[src/design/fpc_pkg.sv]
// package for the frustum plane cull test: widths, codes, state and control types
// no dependencies; used by every module of the block
`timescale 1ns / 1ps

package fpc_pkg;

    // defaults for the top-level parameters
    localparam int NUM_PLANES_DEF       = 6;
    localparam int NORMAL_FRAC_BITS_DEF = 14;

    // fixed field widths
    localparam int COORD_W   = 24;
    localparam int WVAL_W    = 32;
    localparam int MODE_W    = 2;
    localparam int INDEX_W   = 3;
    localparam int VERDICT_W = 2;
    localparam int STEP_W    = 3;

    // stream bus widths
    localparam int IN_TDATA_W  = 176;
    localparam int IN_TUSER_W  = MODE_W + INDEX_W;
    localparam int OUT_TDATA_W = 8;

    // item kinds
    localparam logic [MODE_W-1:0] MODE_LOAD   = 2'd0;
    localparam logic [MODE_W-1:0] MODE_SPHERE = 2'd1;
    localparam logic [MODE_W-1:0] MODE_BOX    = 2'd2;

    // verdict codes
    localparam logic [VERDICT_W-1:0] VERDICT_OUTSIDE  = 2'd0;
    localparam logic [VERDICT_W-1:0] VERDICT_CROSSING = 2'd1;
    localparam logic [VERDICT_W-1:0] VERDICT_INSIDE   = 2'd2;

    // multiply terms per plane
    localparam logic [STEP_W-1:0] SPHERE_TERMS = 3'd3;
    localparam logic [STEP_W-1:0] BOX_TERMS    = 3'd6;

    typedef enum logic {
        ST_IDLE,
        ST_RUN
    } state_t;

    typedef struct packed {
        logic init;
        logic mul_en;
        logic add_en;
        logic add_sel;
    } mac_ctrl_t;

    typedef struct packed {
        logic pos_below;
        logic neg_below;
    } mac_stat_t;

endpackage

[src/design/fpc_ctrl.sv]
// sequencer: item registers, plane and term counters, operand select, result register
// depends on fpc_pkg; drives fpc_mac and reads fpc_plane_store
`timescale 1ns / 1ps

module fpc_ctrl #(
    parameter int NUM_PLANES       = fpc_pkg::NUM_PLANES_DEF,
    parameter int NORMAL_FRAC_BITS = fpc_pkg::NORMAL_FRAC_BITS_DEF
) (
    input  logic                                          clk,
    input  logic                                          rst_n,
    input  logic                                          in_valid,
    output logic                                          in_ready,
    input  logic [fpc_pkg::MODE_W-1:0]                    mode,
    input  logic signed [fpc_pkg::COORD_W-1:0]            val_x,
    input  logic signed [fpc_pkg::COORD_W-1:0]            val_y,
    input  logic signed [fpc_pkg::COORD_W-1:0]            val_z,
    input  logic signed [fpc_pkg::WVAL_W-1:0]             val_w,
    input  logic signed [fpc_pkg::COORD_W-1:0]            ext_x,
    input  logic signed [fpc_pkg::COORD_W-1:0]            ext_y,
    input  logic signed [fpc_pkg::COORD_W-1:0]            ext_z,
    output logic [((NUM_PLANES > 1) ? $clog2(NUM_PLANES) : 1)-1:0] plane_idx,
    input  logic [2:0][NORMAL_FRAC_BITS+1:0]              plane_normal,
    output fpc_pkg::mac_ctrl_t                            mac_ctrl,
    output logic signed [NORMAL_FRAC_BITS+1:0]            mul_a,
    output logic signed [fpc_pkg::COORD_W-1:0]            mul_b,
    output logic signed [fpc_pkg::WVAL_W-1:0]             extra,
    input  fpc_pkg::mac_stat_t                            mac_stat,
    output logic                                          out_valid,
    input  logic                                          out_ready,
    output logic [fpc_pkg::VERDICT_W-1:0]                 verdict,
    output logic                                          accepted
);

    localparam int NORM_W  = NORMAL_FRAC_BITS + 2;
    localparam int PLANE_W = (NUM_PLANES > 1) ? $clog2(NUM_PLANES) : 1;

    fpc_pkg::state_t                    state_reg;
    fpc_pkg::state_t                    state_next;

    logic                               box_reg;
    logic signed [fpc_pkg::COORD_W-1:0] lo_reg [3];
    logic signed [fpc_pkg::COORD_W-1:0] hi_reg [3];
    logic signed [fpc_pkg::WVAL_W-1:0]  w_reg;
    logic [PLANE_W-1:0]                 plane_reg;
    logic [PLANE_W-1:0]                 plane_next;
    logic [fpc_pkg::STEP_W-1:0]         step_reg;
    logic [fpc_pkg::STEP_W-1:0]         step_next;
    logic                               crossing_reg;
    logic                               crossing_next;
    logic                               out_valid_reg;
    logic                               out_valid_next;
    logic [fpc_pkg::VERDICT_W-1:0]      verdict_reg;
    logic [fpc_pkg::VERDICT_W-1:0]      verdict_next;

    logic                               run;
    logic                               accept_test;
    logic [fpc_pkg::STEP_W-1:0]         terms;
    logic                               check;
    logic                               outside;
    logic                               neg_below;
    logic                               last_plane;
    logic                               finish;
    logic                               done;
    logic                               advance;
    logic [1:0]                         k;
    logic signed [NORM_W-1:0]           n;
    logic signed [fpc_pkg::COORD_W-1:0] lo_k;
    logic signed [fpc_pkg::COORD_W-1:0] hi_k;
    logic                               take_hi;

    // fsm next state
    always_comb
    begin
        state_next = state_reg;
        unique case (state_reg)
            fpc_pkg::ST_IDLE:
            begin
                if (accept_test)
                begin
                    state_next = fpc_pkg::ST_RUN;
                end
            end
            fpc_pkg::ST_RUN:
            begin
                if (done)
                begin
                    state_next = fpc_pkg::ST_IDLE;
                end
            end
            default:
            begin
                state_next = fpc_pkg::ST_IDLE;
            end
        endcase
    end

    // fsm outputs
    always_comb
    begin
        in_ready = 1'b0;
        run      = 1'b0;
        unique case (state_reg)
            fpc_pkg::ST_IDLE: in_ready = 1'b1;
            fpc_pkg::ST_RUN:  run      = 1'b1;
            default:          in_ready = 1'b0;
        endcase
    end

    // per plane: step 0 loads the offsets, steps 0..terms-1 multiply,
    // steps 1..terms accumulate, step terms+1 reads the signs
    always_comb
    begin
        accept_test = in_valid && in_ready &&
                      ((mode == fpc_pkg::MODE_SPHERE) || (mode == fpc_pkg::MODE_BOX));
        terms       = box_reg ? fpc_pkg::BOX_TERMS : fpc_pkg::SPHERE_TERMS;
        check       = run && (step_reg == terms + fpc_pkg::STEP_W'(1));
        outside     = check && mac_stat.pos_below;
        neg_below   = box_reg && mac_stat.neg_below;
        last_plane  = (plane_reg == PLANE_W'(NUM_PLANES - 1));
        finish      = check && (outside || last_plane);
        done        = finish && (!out_valid_reg || out_ready);
        advance     = check && !finish;

        // box terms alternate positive and negative corner per component
        k = box_reg ? step_reg[2:1] : step_reg[1:0];
        case (k)
            2'd0:
            begin
                n    = plane_normal[0];
                lo_k = lo_reg[0];
                hi_k = hi_reg[0];
            end
            2'd1:
            begin
                n    = plane_normal[1];
                lo_k = lo_reg[1];
                hi_k = hi_reg[1];
            end
            2'd2:
            begin
                n    = plane_normal[2];
                lo_k = lo_reg[2];
                hi_k = hi_reg[2];
            end
            default:
            begin
                n    = '0;
                lo_k = '0;
                hi_k = '0;
            end
        endcase
        take_hi = box_reg && (step_reg[0] ? n[NORM_W-1]
                                          : (!n[NORM_W-1] && (n != '0)));
        mul_a   = n;
        mul_b   = take_hi ? hi_k : lo_k;
        extra   = box_reg ? '0 : w_reg;

        mac_ctrl.init    = run && (step_reg == '0);
        mac_ctrl.mul_en  = run && (step_reg < terms);
        mac_ctrl.add_en  = run && (step_reg != '0) && (step_reg <= terms);
        mac_ctrl.add_sel = box_reg && !step_reg[0];

        step_next     = step_reg;
        plane_next    = plane_reg;
        crossing_next = crossing_reg;
        if (accept_test)
        begin
            step_next     = '0;
            plane_next    = '0;
            crossing_next = 1'b0;
        end
        else if (run && !check)
        begin
            step_next = step_reg + fpc_pkg::STEP_W'(1);
        end
        else if (advance)
        begin
            step_next     = '0;
            plane_next    = plane_reg + PLANE_W'(1);
            crossing_next = crossing_reg || neg_below;
        end

        out_valid_next = out_valid_reg;
        verdict_next   = verdict_reg;
        if (done)
        begin
            out_valid_next = 1'b1;
            if (outside)
            begin
                verdict_next = fpc_pkg::VERDICT_OUTSIDE;
            end
            else if (crossing_reg || neg_below)
            begin
                verdict_next = fpc_pkg::VERDICT_CROSSING;
            end
            else
            begin
                verdict_next = fpc_pkg::VERDICT_INSIDE;
            end
        end
        else if (out_ready)
        begin
            out_valid_next = 1'b0;
        end
    end

    always_ff @(posedge clk or negedge rst_n)
    begin
        if (!rst_n)
        begin
            state_reg     <= fpc_pkg::ST_IDLE;
            step_reg      <= '0;
            plane_reg     <= '0;
            crossing_reg  <= 1'b0;
            out_valid_reg <= 1'b0;
        end
        else
        begin
            state_reg     <= state_next;
            step_reg      <= step_next;
            plane_reg     <= plane_next;
            crossing_reg  <= crossing_next;
            out_valid_reg <= out_valid_next;
        end
    end

    always_ff @(posedge clk)
    begin
        verdict_reg <= verdict_next;
        if (accept_test)
        begin
            box_reg   <= (mode == fpc_pkg::MODE_BOX);
            lo_reg[0] <= val_x;
            lo_reg[1] <= val_y;
            lo_reg[2] <= val_z;
            hi_reg[0] <= ext_x;
            hi_reg[1] <= ext_y;
            hi_reg[2] <= ext_z;
            w_reg     <= val_w;
        end
    end

    assign plane_idx = plane_reg;
    assign out_valid = out_valid_reg;
    assign verdict   = verdict_reg;
    assign accepted  = (verdict_reg == fpc_pkg::VERDICT_INSIDE);

endmodule

[config.mk]
export PLATFORM = sky130hd
export DESIGN_NAME = fpc_ctrl
export DESIGN_NICKNAME = d
export VERILOG_FILES = /design/src/design/fpc_pkg.sv /design/src/design/fpc_ctrl.sv
export SDC_FILE = /design/constraint.sdc
export NUM_CORES = 1
export LEC_CHECK = 0
export BUFFER_PORTS_ARGS = -buffer_cell sky130_fd_sc_hd__buf_2
export CAP_MARGIN = 0
export CORE_MARGIN = 3
export CORE_UTILIZATION = 47
export CTS_BUF_LIST = sky130_fd_sc_hd__clkbuf_4
export CTS_CLUSTER_SIZE = 28
export DETAILED_ROUTE_END_ITERATION = 10
export GPL_TIMING_DRIVEN = 0
export PLACE_DENSITY = 0.77
export SYNTH_ARGS = -nofsm -noshare
export SYNTH_HDL_FRONTEND = slang
export SYNTH_SLANG_ARGS = --single-unit
[constraint.sdc]
create_clock -name clk -period 16.6 [get_ports clk]
set_clock_uncertainty 0.05 [all_clocks]
set_input_delay 3.32 -clock clk [delete_from_list [all_inputs] [get_ports clk]]
set_output_delay 3.32 -clock clk [all_outputs]
set_load 0.01 [all_outputs]
Word-level counts from Yosys, hierarchy flattened. Memories as Yosys holds them, arrays and structs flattened. Index checks and enable logic that the tools add are counted.

Register bits after elaboration: 44. Latch bits: 0. Bits in writable memories: 144. Bits in read-only memories: 0. Input bits: 232. Output and inout port bits: 84. Word-level logic and storage cells: 83. Memories: 2.

$add $sub $neg: 3. Multipliers: 0. Div/mod/pow operators: 0. Order comparisons: 2. Equality and inequality tests: 8. Shift operators: 0. Mux-type cells: 26. Bitwise gates (word level): 1. Reduce and logical (&&, ||, !) cells: 33.

Memory list: hi_reg (depth 3, width 24, rd ports 3, clocked after memory_dff 0, write ports 3, RTL line fpc_ctrl.sv:42) `logic signed [fpc_pkg::COORD_W-1:0] hi_reg [3];`; lo_reg (depth 3, width 24, rd ports 3, clocked after memory_dff 0, write ports 3, RTL line fpc_ctrl.sv:41) `logic signed [fpc_pkg::COORD_W-1:0] lo_reg [3];`.

Operator list (number): $pmux W24 S3 (2); $pmux W16 S3 (1); $mux W32 (1); $mux W24 (1); $mux W3 (7); $logic_and A1 B1 Y1 (16); $reduce_bool A16 Y1 (1); $mux W1 (11); $add A3 B1 Y3 const B (3); $eq A2 B2 Y1 const B (3); $reduce_bool A3 Y1 (2); $logic_not A1 Y1 (5); $eq A2 B1 Y1 const B (2); $logic_or A1 B1 Y1 (4); $mux W2 (2); $reduce_bool A2 Y1 (2); $eq A3 B3 Y1 (1); $eq A3 B3 Y1 const B (1); $le A3 B3 Y1 (1); $logic_not A3 Y1 (1); $lt A3 B3 Y1 (1); $logic_not A2 Y1 (1); $ne A2 B2 Y1 const B (1); $pmux W1 S2 (1); other kinds (2) (2).

Depth between registers and ports, before layout.
Word-level depth: 12. Gate-level depth with buffers: 9. Gate-level depth less buffers: 8.

Worst setup path after synthesis. No wires, ideal clock.

Path type: in2reg. From: input mode[0] in the netlist's numbering. To: register step_reg[0] in the netlist's numbering. Setup time: 0.141 ns. Arrival: 17.980 ns. Data required time: 16.409 ns. Setup slack: -1.571 ns. Stages on the path: 6. Path buffers: 0. Cell sequence: inv_1 > ha_1 > nor3b_1 > a31oi_1 > nand3_1 > o21ai_1.

Word-level cells in the longest chain between the ends: 4. Elaborated cells between the ends (all ways): 6. Classes of those cells: 2 x eq/ne; 1 x mux; 3 x reduce/logical.

RTL lines: start, declared (RTL line fpc_ctrl.sv:13) `input logic [fpc_pkg::MODE_W-1:0] mode,`; $eq A2 B1 Y1 / $eq A2 B2 Y1 (equally long branches) (RTL line fpc_ctrl.sv:114) `((mode == fpc_pkg::MODE_SPHERE) || (mode == fpc_pkg::MODE_BOX));`; $logic_or A1 B1 Y1 * (RTL line fpc_ctrl.sv:114); $logic_and A1 B1 Y1 * (RTL line fpc_ctrl.sv:113) `accept_test = in_valid && in_ready &&`; via accept_test (RTL line fpc_ctrl.sv:56) `logic accept_test;`; $reduce_bool A3 Y1 (no line) / $mux W3 (equally long branches); end signal, assigned (RTL line fpc_ctrl.sv:220) `step_reg <= step_next;`; end, declared (RTL line fpc_ctrl.sv:46) `logic [fpc_pkg::STEP_W-1:0] step_reg;`.

Mark *: on every way through the listed nets, which the timed path passes. The rest lies on a longest branch. A chain may end at the register's enable or synchronous reset.

Final worst setup path.
From: input plane_normal[33] in the netlist's numbering. To: output mul_b[8] in the netlist's numbering.

Word-level cells in the longest chain between the ends: 6.

RTL lines: start, declared (RTL line fpc_ctrl.sv:22) `input logic [2:0][NORMAL_FRAC_BITS+1:0] plane_normal,`; $pmux W16 S3 (RTL line fpc_ctrl.sv:126) `case (k)`; $reduce_bool A16 Y1 (RTL line fpc_ctrl.sv:153) `: (!n[NORM_W-1] && (n != '0)));`; $logic_and A1 B1 Y1 (RTL line fpc_ctrl.sv:153); $mux W1 (RTL line fpc_ctrl.sv:152) `take_hi = box_reg && (step_reg[0] ? n[NORM_W-1]`; $logic_and A1 B1 Y1 (RTL line fpc_ctrl.sv:152); $mux W24 (RTL line fpc_ctrl.sv:155) `mul_b = take_hi ? hi_k : lo_k;`; end, declared (RTL line fpc_ctrl.sv:25) `output logic signed [fpc_pkg::COORD_W-1:0] mul_b,`.

No other way between the ends.

==> qor.txt <==
Comb pwr share -> 0.438
Slew Viols, Final -> 0
Setup TNS Final -> 0 ns
Crit-path max cell delay -> 0.59 ns
Reg2Reg Depth -> 7
Mean area per synthesized cell -> 14.4 um^2
Net Sw Frac -> 0.380
Vias in the first global route -> 5,807
Skew-Pair Late Insertion Delay -> 0.57 ns
CP Launch Type -> input pin
Min-Delay Path Class -> register to register
Number of filler cells placed in the layout -> 1,336
Ys async rst share -> 0.0479
TritonRoute pass-1 iters -> 5
Postcts setup bufs -> 0
Detail Placement HPWL -> 16.1 mm
Clock Tree Buf Depth -> 2
Internal power -> 920 uW
Detailed Route Iter0 Violations -> 225
Die Ht -> 138 um
Min-Delay Endpoint -> crossing_reg
Clock tree sinks -> 188
Worst path arrival time -> 5.93 ns
Crit path max-delay family -> simple AND/OR/NAND/NOR gates
Req. time, crit path -> 13.23 ns
WL/cell -> 18.0 um
PostCTS Resize Cnt -> 0
Max Fanout on Critical Path -> 10
DRC Markers -> 0
Cell variety after synth -> 46
Hold Vio Cnt, Final -> 0
Total GRT Usage -> 0.214
R2R Path End -> verdict[0]
Number of synthesized register bits -> 188
Pin count of the biggest net entering global routing -> 24
Dpl cell area -> 10,200 um^2
Initial Util -> 0.487
R2r startpoint -> step_reg[0]
Crit path buffers/inverters -> 3
Slowest CP cell -> o311ai_4
Antenna violations before repair -> 3
I/O pins -> 316
Layout cell share with drive strength beyond 1 -> 0.409
Status -> complete, no violations
CP endpoint kind -> output port
Crit share post-route -> 0.560
Hold_buf cts -> 0
Worst-Margin Slew -> 0.752 ns
CTS buffer count -> 17
Die W -> 138 um
Area growth syn-to-layout -> 29.2%
GRT overflow -> 0
Crit-path cells -> buf_2, or4_1, or4_1, nand3_1, nand4_2, o311ai_4, buf_6, mux2i_1, buf_2
Design area -> 10,500 um^2
Syn_nets -> 806
WL final -> 20.7 mm
Fmax achieved -> 0.108 GHz
Switching pwr -> 563 uW
Cell Rows -> 47
Hold depth -> 2
CTS H-tree depth -> 4
CTS tree -> yes
CTS Root Cell -> clkbuf_4
Final net count -> 1,150
Post-layout minimum cycle time -> 9.30 ns
Critical path class -> input pin to output port
Pleak -> 0.00462 uW
Port bufs -> 315
Worst VDD drop -> 92.2 uV
Syn Std Cell Area -> 8160 um^2
Antenna Nets Post-Route -> 0
Unrepaired setup endpoints after global routing -> no
Slew headroom -> 0.499
Multi-input logic area -> 2390 um^2
Core Area -> 16,800 um^2
Die area -> 19,000 um^2
Post-Synthesis Cells -> 566
Ys Warns -> 0
Critical hold path startpoint -> crossing_reg
Routability congestion estimate -> 0.787
Vias/cell -> 5.14
Max Cap Violations -> 0
Primary FF master, synth -> edfxtp_1
Post-synth EDFFs -> 179
First-pass GRT wire length -> 30.4 mm
FF+latch area -> 5600 um^2
DR vias -> 5,888
Register-to-Register Setup Slack -> 14.07 ns
Clock Power Share -> 0.165
Endpoints failing setup -> 0
Clock Pin Slew Worst Setup and Hold Paths -> 0.17 ns
Flop pwr share -> 0.396
Sequential-to-total area share from yosys stat -> 0.686
Power per Cell Area -> 141 nW/um^2
[worst reg2reg max path, stage by stage (launching register included)]
cell and delay (ns):
dfrtp_1 0.39, clkbuf_1 0.31, inv_1 0.19, ha_1 0.33
nand2b_1 0.14, a21oi_1 0.25, nand2_1 0.12, nor3b_1 0.43
[Yosys cell counts (all sizes together), types with 2 or more instances]
library cell,n,area share
a21o,6,0.0055
a21oi,52,0.032
a31oi,3,0.0023
and2,3,0.0023
buf,17,0.012
clkbuf,15,0.0069
dfrtp,9,0.028
edfxtp,179,0.66
ha,8,0.012
inv,7,0.0032
mux2,2,0.0028
mux2i,98,0.12
nand2,17,0.0078
nand2b,4,0.0031
nand3,4,0.0025
nor2,57,0.026
nor2b,34,0.026
nor3,5,0.0031
nor3b,2,0.0018
nor4,3,0.0023
o21ai,14,0.0086
o22ai,6,0.0046
o31ai,2,0.0018
or3,2,0.0021
or4,3,0.0028
[layout make-up]
| cell class | instances | area share |
|---|---|---|
| sequential | 188 | 0.531 |
| multi-input combinational | 339 | 0.227 |
| timing repair buffer | 325 | 0.171 |
| tap | 220 | 0.0261 |
| buffer | 32 | 0.0148 |
| clock inverter | 14 | 0.0147 |
| clock buffer | 17 | 0.0121 |
| inverter | 7 | 0.00249 |
| antenna | 3 | 0.000712 |
[power by group through the flow]
| stage | Sequential, uW | Clock (uW) | Combinational, uW |
|---|---|---|---|
| floorplan | 605 | 0 | 412 |
| global placement | 610 | 0 | 632 |
| detailed placement | 599 | 0 | 653 |
| CTS | 588 | 253 | 656 |
| global route | 593 | 274 | 711 |
| finish | 588 | 246 | 650 |
[kinds of logic (layout without fill, tap and decap cells)]
group / Yosys count / in the layout / synth area share
AO/OA/AOI/OAI: 92 / 92 / 0.0692
buffers and inverters: 39 / 395 / 0.0224
other: 0 / 3 / 0
XOR/XNOR: 2 / 2 / 0.00215
adder cells (fa/ha/maj): 8 / 8 / 0.0123
multiplexers: 100 / 100 / 0.125
AND/OR/NAND/NOR: 137 / 137 / 0.0831
flip-flops: 188 / 188 / 0.686
[cell usage in the layout, fill, tap and decap left out, types with 5 or more instances in the layout]
master    netlist  routed
nor2b_1        34      34
o22ai_1         6       6
clkbuf_4        0      17
a21o_1          6       6
nor2_1         57      57
nor3_1          5       5
clkbuf_1       15      15
o21ai_1        13      13
a21oi_1        52      52
mux2i_1        97      97
inv_1           7       7
buf_2           8     323
ha_1            8       8
edfxtp_1      179     179
dfrtp_1         9       9
buf_16          0       6
nand2_1        17      17
[routing by layer]
layer	vias up	track usage	share of wire
li1	2810	-	-
met1	2820	0.253	0.39
met2	223	0.383	0.53
met3	33	0.0497	0.064
met4	2	0.0752	0.023
met5	-	0	0.00063
[stage by stage]
stage | total power [uW] | utilization | std cells | hold WS, ns | worst slack, ns
5_1_grt | 1580 | 0.629 | 1144 | 0.560 | 7.21
3_5_place_dp | 1250 | 0.611 | 1111 | 0.439 | 7.34
2_1_floorplan | 1020 | - | 566 | 0.413 | 4.97
3_3_place_gp | 1240 | 0.598 | 1101 | 0.427 | 1.71
4_1_cts | 1500 | 0.628 | 1142 | 0.472 | 7.32
6_report | 1480 | 0.629 | 1145 | 0.471 | 7.30
[worst max-delay path by stage]
stage | end | slack (ns) | from | cells after the start
after CTS | mul_b[7] | 7.32 | plane_normal[33] | 9
after floorplan | step_reg[2] | 4.97 | mode[0] | 7
final | mul_b[8] | 7.30 | plane_normal[33] | 9
after global placement | step_reg[1] | 1.71 | mode[0] | 7
after detailed placement | mul_b[7] | 7.34 | plane_normal[33] | 9
after global routing | mul_b[7] | 7.21 | plane_normal[33] | 9
No activity file was read; power rests on OpenSTA's default activity.
